===== src/hw/rtl/bcc_pkg.sv =====
package bcc_pkg;

   localparam int unsigned TICK_W = 16;

   // button_status codes
   localparam logic [1:0] ST_IDLE    = 2'd0;
   localparam logic [1:0] ST_PRESSED = 2'd1;
   localparam logic [1:0] ST_CLICKED = 2'd2;
   localparam logic [1:0] ST_DOUBLE  = 2'd3;

   // register indexes
   localparam logic CSR_DEBOUNCE = 1'b0;
   localparam logic CSR_EFFECT   = 1'b1;

   localparam logic [TICK_W-1:0] DEBOUNCE_RESET = 16'd50;
   localparam logic [TICK_W-1:0] EFFECT_RESET   = 16'd500;

   localparam logic [1:0] CLICK_MAX = 2'd3;

   // timer expiries seen in the current tick
   typedef struct packed {
      logic effect_expire;
      logic debounce_expire;
   } timer_evt_type;

   // timer start requests raised in the current tick
   typedef struct packed {
      logic effect_start;
      logic debounce_start;
   } timer_start_type;

endpackage


===== src/hw/rtl/bcc_timer.sv =====
module bcc_timer (
   input  logic                       clock,
   input  logic                       reset,
   input  logic                       step,
   input  logic                       start,
   input  logic [bcc_pkg::TICK_W-1:0] load,
   output logic                       expire
);
   import bcc_pkg::*;

   logic [TICK_W-1:0] left_ff, left_in;
   logic              running_ff, running_in;

   // expiry is seen before a start in the same tick, so a timer that ends
   // this tick may be restarted at once
   assign expire = step && running_ff && (left_ff == TICK_W'(1));

   always_comb begin
      left_in    = left_ff;
      running_in = running_ff;
      if (step) begin
         if (running_ff) begin
            left_in = left_ff - TICK_W'(1);
         end
         if (expire) begin
            running_in = 1'b0;
         end
         if (start && (!running_ff || expire)) begin
            left_in    = load;
            running_in = 1'b1;
         end
      end
   end

   always_ff @(posedge clock) begin
      if (reset) begin
         left_ff    <= '0;
         running_ff <= 1'b0;
      end else begin
         left_ff    <= left_in;
         running_ff <= running_in;
      end
   end

endmodule


===== src/hw/rtl/bcc_classifier.sv =====
module bcc_classifier (
   input  logic                     clock,
   input  logic                     reset,
   input  logic                     step,
   input  logic                     button_level,
   input  logic                     ack_click,
   input  logic                     ack_double,
   input  bcc_pkg::timer_evt_type   evt,
   output bcc_pkg::timer_start_type starts,
   output logic [1:0]               button_status,
   output logic                     click_taken,
   output logic                     double_taken
);
   import bcc_pkg::*;

   logic       last_level_ff, last_level_in;
   logic       contact_ff, contact_in;
   logic [1:0] status_ff, status_in;
   logic [1:0] count_ff, count_in;

   always_comb begin
      status_in     = status_ff;
      contact_in    = contact_ff;
      count_in      = count_ff;
      last_level_in = button_level;
      click_taken   = 1'b0;
      double_taken  = 1'b0;

      // effect timer classifies first
      if (evt.effect_expire) begin
         if (status_in == ST_IDLE && contact_in && button_level) begin
            status_in = ST_PRESSED;
         end else if (count_in == 2'd1) begin
            status_in = ST_CLICKED;
            count_in  = '0;
         end else if (count_in > 2'd1) begin
            status_in = ST_DOUBLE;
            count_in  = '0;
         end
      end

      // debounced sample: drop stale click status, then track contact
      if (evt.debounce_expire) begin
         if (status_in == ST_CLICKED || status_in == ST_DOUBLE) begin
            status_in = ST_IDLE;
         end
         if (status_in == ST_IDLE && !contact_in && button_level) begin
            contact_in = 1'b1;
         end else if (status_in == ST_IDLE && contact_in && !button_level) begin
            contact_in = 1'b0;
            if (count_in != CLICK_MAX) begin
               count_in = count_in + 2'd1;
            end
         end else if (status_in == ST_PRESSED && contact_in && !button_level) begin
            status_in  = ST_IDLE;
            contact_in = 1'b0;
         end
      end

      // read-to-clear
      if (ack_click && status_in == ST_CLICKED) begin
         status_in   = ST_IDLE;
         click_taken = 1'b1;
      end
      if (ack_double && status_in == ST_DOUBLE) begin
         status_in    = ST_IDLE;
         double_taken = 1'b1;
      end

      starts.effect_start   = evt.debounce_expire;
      starts.debounce_start = step && (button_level != last_level_ff);
      button_status         = status_in;
   end

   always_ff @(posedge clock) begin
      if (reset) begin
         last_level_ff <= 1'b0;
         contact_ff    <= 1'b0;
         status_ff     <= ST_IDLE;
         count_ff      <= '0;
      end else if (step) begin
         last_level_ff <= last_level_in;
         contact_ff    <= contact_in;
         status_ff     <= status_in;
         count_ff      <= count_in;
      end
   end

endmodule


===== src/hw/rtl/button_click_classifier.sv =====
// channel   | dir | handshake             | payload
// ----------+-----+-----------------------+--------------------------------------
// req_      | in  | req_tvalid/req_tready | tdata: button_level, ack_click, ack_double
// rsp_      | out | rsp_tvalid/rsp_tready | tdata: button_status, click_taken, double_taken
// csr_      | in  | csr_we                | csr_index, csr_wdata (16 bit)
//
// One request per clock unless a stalled response holds req_tready low: the tick
// update is a single pass of compare and decrement logic feeding the response register.
// Reset is synchronous; timers idle, status idle, delays back to 50 / 500.
// A stalled response holds; req_tready stays high while the response
// register is empty or being drained in the same cycle.
module button_click_classifier (
   input  logic        clock,
   input  logic        reset,

   input  logic        req_tvalid,
   output logic        req_tready,
   input  logic [7:0]  req_tdata,   // [0] button_level, [1] ack_click, [2] ack_double

   output logic        rsp_tvalid,
   input  logic        rsp_tready,
   output logic [7:0]  rsp_tdata,   // [1:0] button_status, [2] click_taken, [3] double_taken

   input  logic        csr_we,
   input  logic        csr_index,
   input  logic [15:0] csr_wdata
);
   import bcc_pkg::*;

   logic [TICK_W-1:0] debounce_ticks_ff, effect_ticks_ff;
   logic [TICK_W-1:0] debounce_load, effect_load;

   logic              step;
   timer_evt_type     evt;
   timer_start_type   starts;
   logic [1:0]        status;
   logic              took_click, took_double;

   logic              rsp_valid_ff, rsp_valid_in;
   logic [3:0]        rsp_data_ff;

   // delay registers; a zero load acts as one tick
   always_ff @(posedge clock) begin
      if (reset) begin
         debounce_ticks_ff <= DEBOUNCE_RESET;
         effect_ticks_ff   <= EFFECT_RESET;
      end else if (csr_we) begin
         case (csr_index)
            CSR_DEBOUNCE: debounce_ticks_ff <= csr_wdata;
            CSR_EFFECT:   effect_ticks_ff   <= csr_wdata;
            default:      ;
         endcase
      end
   end

   assign debounce_load = (debounce_ticks_ff == '0) ? TICK_W'(1) : debounce_ticks_ff;
   assign effect_load   = (effect_ticks_ff == '0) ? TICK_W'(1) : effect_ticks_ff;

   // accept whenever the response slot is free or empties this cycle
   assign req_tready = !rsp_valid_ff || rsp_tready;
   assign step       = req_tvalid && req_tready;

   bcc_timer u_effect (
      .clock  (clock),
      .reset  (reset),
      .step   (step),
      .start  (starts.effect_start),
      .load   (effect_load),
      .expire (evt.effect_expire)
   );

   bcc_timer u_debounce (
      .clock  (clock),
      .reset  (reset),
      .step   (step),
      .start  (starts.debounce_start),
      .load   (debounce_load),
      .expire (evt.debounce_expire)
   );

   bcc_classifier u_class (
      .clock         (clock),
      .reset         (reset),
      .step          (step),
      .button_level  (req_tdata[0]),
      .ack_click     (req_tdata[1]),
      .ack_double    (req_tdata[2]),
      .evt           (evt),
      .starts        (starts),
      .button_status (status),
      .click_taken   (took_click),
      .double_taken  (took_double)
   );

   // response register
   always_comb begin
      rsp_valid_in = rsp_valid_ff;
      if (step) begin
         rsp_valid_in = 1'b1;
      end else if (rsp_tready) begin
         rsp_valid_in = 1'b0;
      end
   end

   always_ff @(posedge clock) begin
      if (reset) begin
         rsp_valid_ff <= 1'b0;
      end else begin
         rsp_valid_ff <= rsp_valid_in;
      end
   end

   always_ff @(posedge clock) begin
      if (step) begin
         rsp_data_ff <= {took_double, took_click, status};
      end
   end

   assign rsp_tvalid = rsp_valid_ff;
   assign rsp_tdata  = {4'b0000, rsp_data_ff};

endmodule


===== config.mk =====
export PLATFORM = sky130hd
export DESIGN_NAME = button_click_classifier
export DESIGN_NICKNAME = d
export VERILOG_FILES = /design/src/hw/rtl/bcc_pkg.sv /design/src/hw/rtl/bcc_timer.sv /design/src/hw/rtl/bcc_classifier.sv /design/src/hw/rtl/button_click_classifier.sv
export SDC_FILE = /design/constraint.sdc
export NUM_CORES = 1
export LEC_CHECK = 0
export ABC_AREA = 1
export BUFFER_PORTS_ARGS = -buffer_cell sky130_fd_sc_hd__buf_2
export CORE_MARGIN = 2
export CORE_UTILIZATION = 60
export DETAILED_ROUTE_END_ITERATION = 6
export PLACE_DENSITY = 0.9
export SYNTH_ARGS = -nofsm -noshare
export SYNTH_HDL_FRONTEND = slang
export SYNTH_SLANG_ARGS = --single-unit

===== constraint.sdc =====
create_clock -name clock -period 4.9 [get_ports clock]
set_input_delay 0.245 -clock clock [delete_from_list [all_inputs] [get_ports clock]]
set_output_delay 0.245 -clock clock [all_outputs]
set_load 0.02 [all_outputs]

==> metrics <==
outcome finished, final reports clean; clock buffer depth 2; fill count 583; initial drt markers around 450; vias per cell 5.76; combinational power share roughly a fifth; Clock Pin Slew Worst Setup and Hold Paths 0.10 ns; sw frac 33.1%; Ports 40; final instance area 4580 µm²; fmax 0.460 GHz; proportion of layout cells with a drive suffix above 1 12.9%; max-cap viol count 0; post-layout util about two thirds; Inserted Diodes 0; Max IR drop VDD 0.201 mV; Power Dens Cells 331 nW/µm²; Clock Power Share 34.6%; synth-to-layout area growth 9.18%; Synthesis Warnings 0; Int Power between 1 and 1.5 mW; Worst Path Max Fanout 23; DRC violations left 0; crit path time final 2.17 ns; Nets 670; drt wl/cell ~14 µm; worst-margin pin slew 0.907 ns; H-tree levels 3; later-pin clock latency in the skew report around 0.37 ns; post-synthesis sequential area ratio ~38%; Max-slew headroom between 30 and 40%; Num CTS Buffers 9; synthesized cell area between 4000 and 5000 µm²; CTS Hold Bufs 0; Die H about 90 µm; Final setup viols 0; RSZ-0062 raised after global routing false; period utilisation layout around 44%; vias in the first global route 3,761; largest net degree at the start of global routing 64; critical path arrival 2.44 ns; GR peak layer met2; post-layout power 1.52 mW; P_sw 0.502 mW; # resized after CTS 0; Pleak between 2 and 2.5 nW; post-placement cell area 4370 µm²; Post-synth EDFFs 4; Die X-Extent 87.6 µm; core area 6790 µm²; global-route wire length before repair between 15,000 and 20,000 µm; M3 GR Usage 6.79%; top_reg_cell synth dfxtp_1; WL final 10,600 µm; die footprint 7680 µm²; critical path capture point type flop; grt ovf 0; CTS Sinks 77; Worst Hold Class in2reg; Vias roughly 4.2k; ANT nets after route 0; met2 Usage GRT between 40% and 50%; Cells after Synth between 600 and 700; crit path launch type flop; Rows 30; placed wire-length estimate 7190 µm; I/O Buffers 30; asr flop ratio synth 0%; post-CTS setup buffers 0; fin. max-slew vios 0; share of power burned in registers roughly 46%; Syn Area/Cell 6.86 µm²; register bit total from synthesis 77; starting density of the core between 60 and 70%; CTS tree built; GP Congestion about 0.95; initial antenna violation count 0; Tot GR Track Use between 20% and 30%; Hold Vio Cnt, Final 0; Setup Skew 0.0122 ns; clock root cell clkbuf_8; Req. time, crit path between 5 and 6 ns; CP Class reg2reg; met1 Use GR 36.9%; first drt pass iteration count 5; post-synthesis cell type count 42; setup TNS 0 ns
[metrics by stage]
stage	hold WS [ns]	std cells	setup WS (ns)
after CTS	0.101	737	2.75
after global routing	0.0992	737	2.50
after detailed placement	0.464	721	2.66
after floorplan	0.314	615	3.18
after global placement	0.454	721	2.72
final	0.114	737	2.73
[area by class of cell]
class                      instances  area (µm²)  share of cell area (%)
timing repair buffer              31         158                    3.44
tap                               96         120                    2.62
multi-input combinational        417        2130                    46.6
clock buffer                       9         124                    2.70
sequential                        77        1580                    34.5
inverter                         100         378                    8.25
clock inverter                     7        87.6                    1.91
[synthesized netlist by cell type, drive strengths merged, types with 2 or more instances]
library cell	number	area (µm²)
nand2	105	419
inv	99	374
nor2	78	318
dfxtp	73	1460
o21ai	65	329
a21oi	47	254
nand3	43	238
o211ai	23	178
buf	13	85.1
nand4	12	75.1
nor4	9	56.3
clkbuf	8	30.0
nor3	7	40.0
xor2	7	61.3
xnor2	5	43.8
edfxtp	4	120
ha	4	50.1
o21bai	2	15.0
o22ai	2	12.5
[path summary, 6_finish.rpt]
path	startpoint	to	slack, ns	cells past startpoint
setup / recovery	u_debounce.left_ff[0]$_SDFFE_PP0P_	u_effect.left_ff[9]$_SDFFE_PP0P_	2.73	10
hold / removal	csr_wdata[7]	debounce_ticks_ff[7]$_SDFFE_PP0P_	0.11	3
hold reg to reg	effect_ticks_ff[11]$_SDFFE_PP0P_	effect_ticks_ff[11]$_SDFFE_PP0P_	0.48	2
setup reg to reg	u_debounce.left_ff[0]$_SDFFE_PP0P_	u_effect.left_ff[9]$_SDFFE_PP0P_	2.73	10
[logic make-up (layout without fill, tap and decap cells)]
family	Yosys count	count (layout)	synth area share, %
other	1	4	0.0894
DFF	77	77	37.7
xor gates and xnor gates	12	12	2.50
AOI/OAI and AO/OA	142	142	19.3
and+or+nand+nor	255	255	27.5
buffers and inverters	121	147	11.7
adders and majority gates	4	4	1.19
[flip-flops by register name, summed over array words and instances (netlist names), 2 cells and up]
name	count
debounce_ticks_ff	16
effect_ticks_ff	16
rsp_data_ff	4
u_class.count_ff	2
u_class.status_ff	2
u_debounce.left_ff	16
u_effect.left_ff	16
[worst max-delay path, stage by stage (launching register included)]
cell	delay (ns)
dfxtp_1	0.41
ha_1	0.20
inv_1	0.05
nor2_1	0.12
nand3_1	0.11
nor2_2	0.15
nand3_4	0.13
o21ai_2	0.35
inv_2	0.25
o21ai_0	0.22
a21oi_1	0.08
[per-layer routing]
| metal | routed length (µm) | up-vias |
|---|---|---|
| li1 | - | 2051 |
| met1 | 4370 | 1930 |
| met2 | 5010 | 230 |
| met3 | 884 | 33 |
| met4 | 314 | 0 |
| met5 | 0 | - |
[placed cells by master (no fill, tap or decap), drive strengths merged]
cell type and n:
nand2 105, inv 104, nor2 78, dfxtp 73
o21ai 65, a21oi 47, nand3 43, buf 31
o211ai 23, nand4 12, nor4 9, clkbuf 9
xor2 7, nor3 7, xnor2 5, ha 4
conb 4, edfxtp 4, o22ai 2, o21bai 2
clkinv 2, a31oi 1, o31ai 1, a31o 1
or2 1, bufinv 1
[power groups by stage]
stage,Combinational [mW],Sequential [mW],Clock (mW)
after floorplan,0.217,0.710,0
after global placement,0.265,0.714,0
after detailed placement,0.277,0.716,0
after CTS,0.282,0.703,0.525
after global routing,0.323,0.708,0.556
final,0.288,0.704,0.526
(Power assumes the default switching activity.)
